[src/design/crp_pkg.sv]
// Shared types, codes and constants of the clock page replacer.
`default_nettype none

package crp_pkg;

   localparam int MAX_FRAMES_DEF = 64;
   localparam int FRAMES_REG_W   = 7;
   localparam int FRAMES_RESET   = 64;

   localparam int                LIMIT_W     = 8;
   localparam logic [LIMIT_W-1:0] LIMIT_RESET = 8'd20;

   // request operation codes
   localparam int             MODE_W      = 2;
   localparam logic [MODE_W-1:0] MODE_PIN    = 2'd0;
   localparam logic [MODE_W-1:0] MODE_UNPIN  = 2'd1;
   localparam logic [MODE_W-1:0] MODE_VICTIM = 2'd2;

   // register indexes on the csr port
   localparam int                   CSR_ADDR_W        = 1;
   localparam logic [CSR_ADDR_W-1:0] CSR_FRAMES_IN_USE = 1'b0;
   localparam logic [CSR_ADDR_W-1:0] CSR_SEARCH_LIMIT  = 1'b1;

   localparam int QUEUE_DEPTH = 2;

   // frame status codes; code three is never written and reads as pinned
   localparam int                 STATUS_W  = 2;
   localparam logic [STATUS_W-1:0] ST_PINNED = 2'd0;
   localparam logic [STATUS_W-1:0] ST_CAND   = 2'd1;
   localparam logic [STATUS_W-1:0] ST_MARKED = 2'd2;

   typedef enum logic [1:0] {
      OP_PIN,
      OP_UNPIN,
      OP_VICTIM,
      OP_NONE
   } op_type;

   typedef enum logic [2:0] {
      BK_CLEAR,
      BK_IDLE,
      BK_RECOUNT,
      BK_EXEC,
      BK_SCAN
   } back_state_type;

   function automatic logic is_candidate(input logic [STATUS_W-1:0] status);
      return (status == ST_CAND) || (status == ST_MARKED);
   endfunction

endpackage

`default_nettype wire

[src/design/crp_front.sv]
// Request front end: accepts transactions and classifies them into commands.
`default_nettype none

module crp_front
   import crp_pkg::*;
#(
   parameter int FRAME_W = 6,
   parameter int COUNT_W = 7
) (
   input  wire logic                      req_tvalid,
   output logic                           req_tready,
   input  wire logic [MODE_W+FRAME_W-1:0] req_item,
   input  wire logic                      queue_full,
   input  wire logic                      init_busy,
   input  wire logic [COUNT_W-1:0]        active_frames,
   output logic                           push,
   output op_type                         push_op,
   output logic [FRAME_W-1:0]             push_idx
);

   logic [MODE_W-1:0] mode;
   logic              in_range;

   assign mode     = req_item[MODE_W-1:0];
   assign push_idx = req_item[MODE_W +: FRAME_W];
   assign in_range = COUNT_W'(push_idx) < active_frames;

   // pin or unpin of a frame outside the managed range changes no frame status
   always_comb begin
      unique case (mode)
         MODE_PIN:    push_op = in_range ? OP_PIN : OP_NONE;
         MODE_UNPIN:  push_op = in_range ? OP_UNPIN : OP_NONE;
         MODE_VICTIM: push_op = OP_VICTIM;
         default:     push_op = OP_NONE;
      endcase
   end

   assign req_tready = !queue_full && !init_busy;
   assign push       = req_tvalid && req_tready;

endmodule

`default_nettype wire

[src/design/crp_queue.sv]
// Short command queue between the front end and the replacement engine.
`default_nettype none

module crp_queue
   import crp_pkg::*;
#(
   parameter int FRAME_W = 6,
   parameter int DEPTH   = QUEUE_DEPTH
) (
   input  wire logic               clock,
   input  wire logic               reset,
   input  wire logic               push,
   input  wire op_type             push_op,
   input  wire logic [FRAME_W-1:0] push_idx,
   output logic                    full,
   input  wire logic               pop,
   output logic                    out_valid,
   output op_type                  out_op,
   output logic [FRAME_W-1:0]      out_idx
);

   localparam int AW = (DEPTH > 1) ? $clog2(DEPTH) : 1;
   localparam int CW = $clog2(DEPTH + 1);

   op_type             op_ff  [DEPTH];
   logic [FRAME_W-1:0] idx_ff [DEPTH];
   logic [AW-1:0]      wr_ptr_ff, wr_ptr_in;
   logic [AW-1:0]      rd_ptr_ff, rd_ptr_in;
   logic [CW-1:0]      count_ff, count_in;

   assign full      = count_ff == CW'(DEPTH);
   assign out_valid = count_ff != '0;
   assign out_op    = op_ff[rd_ptr_ff];
   assign out_idx   = idx_ff[rd_ptr_ff];

   always_comb begin
      wr_ptr_in = wr_ptr_ff;
      rd_ptr_in = rd_ptr_ff;
      count_in  = count_ff;
      if (push) begin
         wr_ptr_in = (wr_ptr_ff == AW'(DEPTH - 1)) ? '0 : wr_ptr_ff + 1'b1;
      end
      if (pop) begin
         rd_ptr_in = (rd_ptr_ff == AW'(DEPTH - 1)) ? '0 : rd_ptr_ff + 1'b1;
      end
      if (push && !pop) begin
         count_in = count_ff + 1'b1;
      end else if (pop && !push) begin
         count_in = count_ff - 1'b1;
      end
   end

   always_ff @(posedge clock) begin
      if (reset) begin
         wr_ptr_ff <= '0;
         rd_ptr_ff <= '0;
         count_ff  <= '0;
      end else begin
         wr_ptr_ff <= wr_ptr_in;
         rd_ptr_ff <= rd_ptr_in;
         count_ff  <= count_in;
      end
   end

   always_ff @(posedge clock) begin
      if (push) begin
         op_ff[wr_ptr_ff]  <= push_op;
         idx_ff[wr_ptr_ff] <= push_idx;
      end
   end

   a_count_bound: assert property (@(posedge clock) disable iff (reset)
      count_ff <= CW'(DEPTH))
      else $error("command queue holds more entries than its depth");

endmodule

`default_nettype wire

[src/design/crp_back.sv]
// Replacement engine: frame status memory, clock hand, candidate count and result register.
`default_nettype none

module crp_back
   import crp_pkg::*;
#(
   parameter int MAX_FRAMES = MAX_FRAMES_DEF,
   parameter int FRAME_W    = 6,
   parameter int COUNT_W    = 7
) (
   input  wire logic               clock,
   input  wire logic               reset,
   input  wire logic [COUNT_W-1:0] active_frames,
   input  wire logic [LIMIT_W-1:0] search_limit,
   input  wire logic               recount_req,
   output logic                    init_busy,
   input  wire logic               cmd_valid,
   input  wire op_type             cmd_op,
   input  wire logic [FRAME_W-1:0] cmd_idx,
   output logic                    cmd_pop,
   output logic                    rsp_tvalid,
   input  wire logic               rsp_tready,
   output logic                    rsp_found,
   output logic [FRAME_W-1:0]      rsp_victim,
   output logic [COUNT_W-1:0]      rsp_count
);

   localparam logic [COUNT_W-1:0] LAST_FRAME = COUNT_W'(MAX_FRAMES - 1);

   back_state_type      state_ff, state_in;
   logic [FRAME_W-1:0]  hand_ff, hand_in;
   logic [COUNT_W-1:0]  count_ff, count_in;
   logic [LIMIT_W-1:0]  rounds_ff, rounds_in;
   logic [COUNT_W-1:0]  addr_ff, addr_in;
   logic                pend_ff, pend_in;
   logic                dirty_ff, dirty_in;
   op_type              op_ff, op_in;
   logic [FRAME_W-1:0]  idx_ff, idx_in;

   logic                out_valid_ff, out_valid_in;
   logic                out_found_ff, out_found_in;
   logic [FRAME_W-1:0]  out_victim_ff, out_victim_in;
   logic [COUNT_W-1:0]  out_count_ff, out_count_in;

   logic [STATUS_W-1:0] status_mem [MAX_FRAMES];
   logic [STATUS_W-1:0] rd_data_ff;
   logic                byp_ff;
   logic [STATUS_W-1:0] byp_data_ff;

   logic                mem_we;
   logic [FRAME_W-1:0]  mem_waddr;
   logic [STATUS_W-1:0] mem_wdata;
   logic                mem_re;
   logic [FRAME_W-1:0]  mem_raddr;

   logic [STATUS_W-1:0] rd_status;
   logic                out_free;
   logic                out_load;
   logic                start_recount;
   logic [FRAME_W-1:0]  start_hand;
   logic [FRAME_W-1:0]  hand_next;
   logic [COUNT_W-1:0]  hand_inc;
   logic                limit_hit;

   // a read of the frame just written in the same cycle takes the new value
   assign rd_status = byp_ff ? byp_data_ff : rd_data_ff;
   assign out_free  = !out_valid_ff || rsp_tready;
   assign init_busy = state_ff == BK_CLEAR;

   assign start_hand = (COUNT_W'(hand_ff) >= active_frames) ? '0 : hand_ff;
   assign hand_inc   = COUNT_W'(hand_ff) + 1'b1;
   assign hand_next  = (hand_inc >= active_frames) ? '0 : hand_inc[FRAME_W-1:0];
   assign limit_hit  = ({1'b0, rounds_ff} + 1'b1) >= {1'b0, search_limit};

   always_comb begin
      state_in      = state_ff;
      hand_in       = hand_ff;
      count_in      = count_ff;
      rounds_in     = rounds_ff;
      addr_in       = addr_ff;
      pend_in       = pend_ff;
      op_in         = op_ff;
      idx_in        = idx_ff;
      out_valid_in  = out_valid_ff && !rsp_tready;
      out_found_in  = out_found_ff;
      out_victim_in = out_victim_ff;
      out_count_in  = out_count_ff;
      out_load      = 1'b0;
      start_recount = 1'b0;
      cmd_pop       = 1'b0;
      mem_we        = 1'b0;
      mem_waddr     = hand_ff;
      mem_wdata     = ST_PINNED;
      mem_re        = 1'b0;
      mem_raddr     = hand_ff;

      unique case (state_ff)
         BK_CLEAR: begin
            mem_we    = 1'b1;
            mem_waddr = addr_ff[FRAME_W-1:0];
            mem_wdata = ST_PINNED;
            addr_in   = addr_ff + 1'b1;
            if (addr_ff == LAST_FRAME) begin
               addr_in  = '0;
               state_in = BK_IDLE;
            end
         end

         BK_IDLE: begin
            if (dirty_ff) begin
               start_recount = 1'b1;
               addr_in       = '0;
               pend_in       = 1'b0;
               count_in      = '0;
               state_in      = BK_RECOUNT;
            end else if (cmd_valid && out_free) begin
               cmd_pop = 1'b1;
               unique case (cmd_op) inside
                  OP_PIN, OP_UNPIN: begin
                     mem_re    = 1'b1;
                     mem_raddr = cmd_idx;
                     op_in     = cmd_op;
                     idx_in    = cmd_idx;
                     state_in  = BK_EXEC;
                  end
                  OP_VICTIM: begin
                     hand_in = start_hand;
                     if (search_limit == '0) begin
                        out_load      = 1'b1;
                        out_found_in  = 1'b0;
                        out_victim_in = '0;
                        out_count_in  = count_ff;
                     end else begin
                        mem_re    = 1'b1;
                        mem_raddr = start_hand;
                        rounds_in = '0;
                        state_in  = BK_SCAN;
                     end
                  end
                  default: begin
                     out_load      = 1'b1;
                     out_found_in  = 1'b0;
                     out_victim_in = '0;
                     out_count_in  = count_ff;
                  end
               endcase
            end
         end

         BK_RECOUNT: begin
            // stream reads over the managed frames, one per cycle
            if (pend_ff && is_candidate(rd_status)) begin
               count_in = count_ff + 1'b1;
            end
            if (addr_ff < active_frames) begin
               mem_re    = 1'b1;
               mem_raddr = addr_ff[FRAME_W-1:0];
               addr_in   = addr_ff + 1'b1;
               pend_in   = 1'b1;
            end else begin
               pend_in = 1'b0;
               if (!pend_ff) begin
                  state_in = BK_IDLE;
               end
            end
         end

         BK_EXEC: begin
            mem_waddr = idx_ff;
            if (op_ff == OP_PIN) begin
               mem_we    = 1'b1;
               mem_wdata = ST_PINNED;
               if (is_candidate(rd_status)) begin
                  count_in = count_ff - 1'b1;
               end
            end else if (rd_status == ST_MARKED) begin
               mem_we    = 1'b1;
               mem_wdata = ST_CAND;
            end else if (rd_status != ST_CAND) begin
               mem_we    = 1'b1;
               mem_wdata = ST_MARKED;
               count_in  = count_ff + 1'b1;
            end
            out_load      = 1'b1;
            out_found_in  = 1'b0;
            out_victim_in = '0;
            out_count_in  = count_in;
            state_in      = BK_IDLE;
         end

         BK_SCAN: begin
            mem_waddr = hand_ff;
            if (rd_status == ST_CAND) begin
               mem_we        = 1'b1;
               mem_wdata     = ST_PINNED;
               count_in      = count_ff - 1'b1;
               hand_in       = hand_next;
               out_load      = 1'b1;
               out_found_in  = 1'b1;
               out_victim_in = hand_ff;
               out_count_in  = count_in;
               state_in      = BK_IDLE;
            end else begin
               if (rd_status == ST_MARKED) begin
                  mem_we    = 1'b1;
                  mem_wdata = ST_CAND;
               end
               if (limit_hit) begin
                  // give up, hand stays on the last frame inspected
                  out_load      = 1'b1;
                  out_found_in  = 1'b0;
                  out_victim_in = '0;
                  out_count_in  = count_ff;
                  state_in      = BK_IDLE;
               end else begin
                  hand_in   = hand_next;
                  mem_re    = 1'b1;
                  mem_raddr = hand_next;
                  rounds_in = rounds_ff + 1'b1;
               end
            end
         end

         default: state_in = BK_IDLE;
      endcase

      if (out_load) begin
         out_valid_in = 1'b1;
      end
      dirty_in = recount_req || (dirty_ff && !start_recount);
   end

   always_ff @(posedge clock) begin
      if (reset) begin
         state_ff     <= BK_CLEAR;
         hand_ff      <= '0;
         count_ff     <= '0;
         addr_ff      <= '0;
         pend_ff      <= 1'b0;
         dirty_ff     <= 1'b0;
         out_valid_ff <= 1'b0;
         byp_ff       <= 1'b0;
      end else begin
         state_ff     <= state_in;
         hand_ff      <= hand_in;
         count_ff     <= count_in;
         addr_ff      <= addr_in;
         pend_ff      <= pend_in;
         dirty_ff     <= dirty_in;
         out_valid_ff <= out_valid_in;
         byp_ff       <= mem_we && mem_re && (mem_waddr == mem_raddr);
      end
   end

   always_ff @(posedge clock) begin
      rounds_ff     <= rounds_in;
      op_ff         <= op_in;
      idx_ff        <= idx_in;
      out_found_ff  <= out_found_in;
      out_victim_ff <= out_victim_in;
      out_count_ff  <= out_count_in;
      byp_data_ff   <= mem_wdata;
   end

   always_ff @(posedge clock) begin
      if (mem_we) begin
         status_mem[mem_waddr] <= mem_wdata;
      end
      if (mem_re) begin
         rd_data_ff <= status_mem[mem_raddr];
      end
   end

   assign rsp_tvalid = out_valid_ff;
   assign rsp_found  = out_found_ff;
   assign rsp_victim = out_victim_ff;
   assign rsp_count  = out_count_ff;

   a_no_overwrite: assert property (@(posedge clock) disable iff (reset)
      out_load |-> (!out_valid_ff || rsp_tready))
      else $error("result loaded over a transaction not yet taken");

   a_clear_quiet: assert property (@(posedge clock) disable iff (reset)
      (state_ff == BK_CLEAR) |-> (!cmd_pop && !out_load))
      else $error("command handled during the clearing pass");

   a_pop_valid: assert property (@(posedge clock) disable iff (reset)
      cmd_pop |-> cmd_valid)
      else $error("command popped from an empty queue");

endmodule

`default_nettype wire

[src/design/clock_page_replacer.sv]
// Top level of the clock page replacer: ports, configuration registers and wiring.
// Clock replacement over MAX_FRAMES buffer frames. Each request transaction pins a frame,
// unpins it, or asks for a victim; every request returns exactly one response with the
// candidate count. A request is classified on entry and queued (two entries), so
// requests are taken while the engine works and while a response waits, until the queue
// is full. The engine answers an unused mode or an out-of-range frame without touching
// the status memory, reads and then writes the status memory for pin or unpin, and in a
// victim search inspects at most search_limit frames, one frame per cycle through the
// single read port of the status memory. After reset a clearing pass writes every frame
// pinned, during which req_tready is low. A write of frames_in_use makes the engine
// recount candidates over the new range before the next request.
`default_nettype none

module clock_page_replacer
   import crp_pkg::*;
#(
   parameter int MAX_FRAMES = MAX_FRAMES_DEF,
   localparam int FRAME_W   = $clog2(MAX_FRAMES),
   localparam int COUNT_W   = $clog2(MAX_FRAMES + 1),
   localparam int ITEM_W    = MODE_W + FRAME_W,
   localparam int REQ_W     = ((ITEM_W + 7) / 8) * 8,
   localparam int RSP_ITEM_W = 1 + FRAME_W + COUNT_W,
   localparam int RSP_W     = ((RSP_ITEM_W + 7) / 8) * 8,
   localparam int CSR_W     = (FRAMES_REG_W > LIMIT_W) ? FRAMES_REG_W : LIMIT_W
) (
   input  wire logic                  clock,
   input  wire logic                  reset,
   input  wire logic                  req_tvalid,
   output logic                       req_tready,
   input  wire logic [REQ_W-1:0]      req_tdata,   // mode, frame_index
   output logic                       rsp_tvalid,
   input  wire logic                  rsp_tready,
   output logic [RSP_W-1:0]           rsp_tdata,   // found, victim_frame, candidate_count
   input  wire logic                  csr_wen,
   input  wire logic [CSR_ADDR_W-1:0] csr_addr,
   input  wire logic [CSR_W-1:0]      csr_wdata
);

   logic [FRAMES_REG_W-1:0] frames_in_use_ff;
   logic [LIMIT_W-1:0] search_limit_ff;
   logic [COUNT_W-1:0] active_frames;
   logic               recount_req;

   logic               queue_full;
   logic               init_busy;
   logic               push;
   op_type             push_op;
   logic [FRAME_W-1:0] push_idx;
   logic               cmd_valid;
   op_type             cmd_op;
   logic [FRAME_W-1:0] cmd_idx;
   logic               cmd_pop;
   logic               rsp_found;
   logic [FRAME_W-1:0] rsp_victim;
   logic [COUNT_W-1:0] rsp_count;

   always_ff @(posedge clock) begin
      if (reset) begin
         frames_in_use_ff <= FRAMES_REG_W'(FRAMES_RESET);
         search_limit_ff  <= LIMIT_RESET;
      end else if (csr_wen) begin
         case (csr_addr)
            CSR_FRAMES_IN_USE: frames_in_use_ff <= csr_wdata[FRAMES_REG_W-1:0];
            CSR_SEARCH_LIMIT:  search_limit_ff  <= csr_wdata[LIMIT_W-1:0];
            default: ;
         endcase
      end
   end

   // zero frames acts as one, anything above the array acts as the full array
   always_comb begin
      if (frames_in_use_ff == '0) begin
         active_frames = COUNT_W'(1);
      end else if (int'(frames_in_use_ff) > MAX_FRAMES) begin
         active_frames = COUNT_W'(MAX_FRAMES);
      end else begin
         active_frames = COUNT_W'(frames_in_use_ff);
      end
   end

   assign recount_req = csr_wen && (csr_addr == CSR_FRAMES_IN_USE);

   crp_front #(
      .FRAME_W (FRAME_W),
      .COUNT_W (COUNT_W)
   ) u_front (
      .req_tvalid    (req_tvalid),
      .req_tready    (req_tready),
      .req_item      (req_tdata[ITEM_W-1:0]),
      .queue_full    (queue_full),
      .init_busy     (init_busy),
      .active_frames (active_frames),
      .push          (push),
      .push_op       (push_op),
      .push_idx      (push_idx)
   );

   crp_queue #(
      .FRAME_W (FRAME_W),
      .DEPTH   (QUEUE_DEPTH)
   ) u_queue (
      .clock     (clock),
      .reset     (reset),
      .push      (push),
      .push_op   (push_op),
      .push_idx  (push_idx),
      .full      (queue_full),
      .pop       (cmd_pop),
      .out_valid (cmd_valid),
      .out_op    (cmd_op),
      .out_idx   (cmd_idx)
   );

   crp_back #(
      .MAX_FRAMES (MAX_FRAMES),
      .FRAME_W    (FRAME_W),
      .COUNT_W    (COUNT_W)
   ) u_back (
      .clock         (clock),
      .reset         (reset),
      .active_frames (active_frames),
      .search_limit  (search_limit_ff),
      .recount_req   (recount_req),
      .init_busy     (init_busy),
      .cmd_valid     (cmd_valid),
      .cmd_op        (cmd_op),
      .cmd_idx       (cmd_idx),
      .cmd_pop       (cmd_pop),
      .rsp_tvalid    (rsp_tvalid),
      .rsp_tready    (rsp_tready),
      .rsp_found     (rsp_found),
      .rsp_victim    (rsp_victim),
      .rsp_count     (rsp_count)
   );

   assign rsp_tdata = RSP_W'({rsp_count, rsp_victim, rsp_found});

endmodule

`default_nettype wire
[config.mk]
export PLATFORM = sky130hd
export DESIGN_NAME = clock_page_replacer
export DESIGN_NICKNAME = d
export VERILOG_FILES = /design/src/design/crp_pkg.sv /design/src/design/crp_front.sv /design/src/design/crp_queue.sv /design/src/design/crp_back.sv /design/src/design/clock_page_replacer.sv
export SDC_FILE = /design/constraint.sdc
export NUM_CORES = 1
export LEC_CHECK = 0
export BUFFER_PORTS_ARGS = -buffer_cell sky130_fd_sc_hd__buf_2
export CAP_MARGIN = 25
export CELL_PAD_IN_SITES_DETAIL_PLACEMENT = 1
export CELL_PAD_IN_SITES_GLOBAL_PLACEMENT = 1
export CORE_AREA = 2 2 158 160
export DETAILED_ROUTE_END_ITERATION = 7
export DIE_AREA = 0 0 160 162
export PLACE_DENSITY = 0.88
export SYNTH_ARGS = -nofsm -noshare
export SYNTH_HDL_FRONTEND = slang
export SYNTH_SLANG_ARGS = --single-unit
[constraint.sdc]
create_clock -name clock -period 5.4 [get_ports clock]
set_clock_uncertainty 0.1 [all_clocks]
set_input_delay 0.81 -clock clock [delete_from_list [all_inputs] [get_ports clock]]
set_output_delay 0.81 -clock clock [all_outputs]
set_load 0.1 [all_outputs]
==> results.sh <==
export IMPL_grt_pass1_wl_um=57650
export IMPL_fin_nets=1249
export IMPL_required_ns=5.58
export IMPL_cts_tree="built"
export IMPL_area_delta_synth_final_pct=12.50
export IMPL_arrival_ns=5.35
export IMPL_diodes=0
export IMPL_rows=57
export IMPL_final_cells=1528
export IMPL_timing_rr_end="u_back.rd_data_ff[0]"
export IMPL_dr_pass1_iters=5
export IMPL_num_io_pins=40
export IMPL_gr_usage_all_layers_pct=28.35
export IMPL_ys_seq_area_share_pct=52.77
export IMPL_crit_path_start="u_back.rounds_ff[0]"
export IMPL_max_freq_ghz=0.1933
export IMPL_swShare_pct=21.56
export IMPL_start_util_pct=49.26
export IMPL_ys_ff_latch=225
export IMPL_p_clk_share_pct=47.9
export IMPL_setup_tns_final_ns=0
export IMPL_clk_pin_slew_ns=0.07
export IMPL_async_flop_share_pct=0
export IMPL_rsz0062_at_grt="false"
export IMPL_status="completed"
export IMPL_hpwl_um=26060
export IMPL_power_density_nw_per_um2=289.0
export IMPL_syn_avg_cell_area_sq_um=10.29
export IMPL_drc=0
export IMPL_p_seq_share_pct=48.5
export IMPL_dieWidth_um=160
export IMPL_placed_cell_area_sq_um=12460
export IMPL_peakVddDrop_mv=0.2524
export IMPL_p_sw_uw=832.6
export IMPL_crit_path_end="u_back.rd_data_ff[0]"
export IMPL_final_cell_mix="176 x edfxtp_1, 155 x nor2_1, 144 x nand2_1"
export IMPL_critPathMaxFanout=16
export IMPL_ff_latch_area_sq_um=6266
export IMPL_r2r_slack_ns=0.23
export IMPL_finalCritPeriodShare_pct=95.78
export IMPL_clock_path_buffers=3
export IMPL_postLayoutCellArea_sq_um=13360
export IMPL_port_buffers=37
export IMPL_ant_nets=0
export IMPL_cts_made_buffers=25
export IMPL_multi_input_area_sq_um=5246
export IMPL_core_area_sq_um=24110
export IMPL_min_path_type="flop to flop"
export IMPL_die_h_um=162
export IMPL_crit_path_end_kind="flop"
export IMPL_wl_per_cell_um=24.17
export IMPL_leakage_nw=4.619
export IMPL_synth_area_sq_um=11880
export IMPL_drv_slew=0
export IMPL_criticalPathCategory="flop to flop"
export IMPL_hold_viol=0
export IMPL_r2r_cells=17
export IMPL_start_kind="flop"
export IMPL_min_delay_start="search_limit_ff[7]"
export IMPL_synthFlopType="edfxtp_1"
export IMPL_worst_pin_slew_ns=1.069
export IMPL_fillers=2631
export IMPL_synth_edff_count=176
export IMPL_wl_um=36930
export IMPL_final_core_util_pct=55.42
export IMPL_gp_congestion=0.9506
export IMPL_post_route_min_period_ns=5.172
export IMPL_drv_cap=0
export IMPL_cts_max_level=1
export IMPL_place_inst=1483
export IMPL_whs_ns=0.3571
export IMPL_drt_initial_drc_count=880
export IMPL_p_comb_share_pct=3.6
export IMPL_holdBufCountCts=0
export IMPL_reg2reg_from="u_back.rounds_ff[0]"
export IMPL_clk_latency_ns=0.54
export IMPL_cellInternalPower_mw=3.028
export IMPL_synth_distinct_cells=85
export IMPL_yosysWarnings=0
export IMPL_cts_sinks=225
export IMPL_slew_headroom_pct=28.73
export IMPL_avgViaCountPerCell=6.387
export IMPL_synth_cells=1154
export IMPL_final_common_cell="edfxtp_1"
export IMPL_die_area_sq_um=25920
export IMPL_grt_pass1_vias=10170
export IMPL_setup_viol=0
export IMPL_grt_overflow_total=0
export IMPL_grt_max_degree=52
export IMPL_vias=9759
export IMPL_cts_root_buf="clkbuf_16"
export IMPL_drive_above_1_share_pct=12.38
export IMPL_antenna_found_initial=1
logic make-up (layout without fill, tap and decap cells):
logic type | after synthesis | count (layout) | share of synthesized area, %
other | 1 | 2 | 0.03158
XOR/XNOR | 33 | 33 | 2.434
adder cells (fa/ha/maj) | 41 | 41 | 4.320
AND/OR/NAND/NOR | 470 | 470 | 18.35
flip-flops | 225 | 225 | 52.77
AO/OA/AOI/OAI | 238 | 238 | 14.00
multiplexers | 56 | 56 | 4.836
buffers and inverters | 90 | 139 | 3.256
what timing repair did:
action / in CTS / in global routing
hold endpoints to repair: 0 / 0
buffers inserted: 0 / 0
resized for setup: 0 / 5
endpoints found under the setup margin: 0 / 2
cells in the mapped netlist (all sizes together) (20+ instances only):
cell type,n,area (sq um)
edfxtp,176,5285
nor2,159,606.8
nand2,144,540.5
a21oi,67,335.3
dfxtp,49,980.9
nand3,47,235.2
mux2i,45,450.4
ha,41,513.0
clkbuf,40,150.1
o21ai,33,165.2
inv,28,105.1
buf,22,131.4
xnor2,20,175.2
layer usage:
metal / wire length [um] / part of all wire [%] / global-route usage [%] / vias up
met2: 17960 / 49 / 49.47 / 492
met3: 2959 / 8.0 / 5.388 / 104
met5: 13 / 0.035 / 0 / -
met4: 1192 / 3.2 / 9.214 / 2
li1: - / - / - / 4310
met1: 14800 / 40 / 35.73 / 4851
worst max-delay path: stages (launching register included):
cell	delay (ns)
edfxtp_1	0.44
ha_1	0.25
nand2_1	0.11
nor2_1	0.15
xor2_1	0.24
ha_1	0.29
a21o_1	0.20
a221o_1	0.39
or2_1	0.32
nor3_2	0.33
a31oi_1	0.27
nand2_1	0.22
buf_4	0.28
mux2_2	0.39
o211ai_1	0.20
o311ai_0	0.26
a211oi_1	0.34
o211ai_2	0.13
how the worst min path moves through the flow:
stage / endpoint / cells past startpoint / slack [ns]
after floorplan: search_limit_ff[1] / 2 / 0.34
after global placement: search_limit_ff[7] / 2 / 0.34
after detailed placement: search_limit_ff[7] / 2 / 0.35
after CTS: search_limit_ff[7] / 2 / 0.36
after global routing: u_queue.idx_ff[0][1] / 1 / 0.38
final: search_limit_ff[7] / 2 / 0.36
power by group through the flow:
stage	Combinational, mW	Clock [mW]	Sequential, mW
after floorplan	0.0899	0	1.90
after global placement	0.126	0	1.91
after detailed placement	0.134	0	1.91
after CTS	0.136	1.86	1.87
after global routing	0.152	1.93	1.87
final	0.138	1.85	1.87
registers in the layout (all words and copies together) (netlist names), 2 cells and up, named ones only:
register and count:
u_back.status_mem 128, u_queue.idx_ff 12, search_limit_ff 8, u_back.rounds_ff 8, frames_in_use_ff 7, u_back.addr_ff 7, u_back.count_ff 7, u_back.rsp_count 7
u_back.hand_ff 6, u_back.idx_ff 6, u_back.rsp_victim 6, u_queue.op_ff 4, u_back.state_ff 3, u_back.byp_data_ff 2, u_back.op_ff 2, u_back.rd_data_ff 2
u_queue.count_ff 2
through the flow:
stage	setup slack, ns	power (mW)
2_1_floorplan	1.086	1.992
3_3_place_gp	0.5471	2.034
3_5_place_dp	0.1938	2.043
4_1_cts	0.1717	3.869
5_1_grt	0.04315	3.958
6_report	0.2278	3.861
layout make-up:
class / count / area share (%)
Clock inverter: 14 / 1.648
Tap cell: 324 / 3.035
Timing Repair Buffer: 66 / 3.353
Inverter: 28 / 0.7867
Multi-Input combinational cell: 840 / 39.27
Clock buffer: 31 / 5.001
Sequential cell: 225 / 46.90
(Power assumes the default switching activity.)
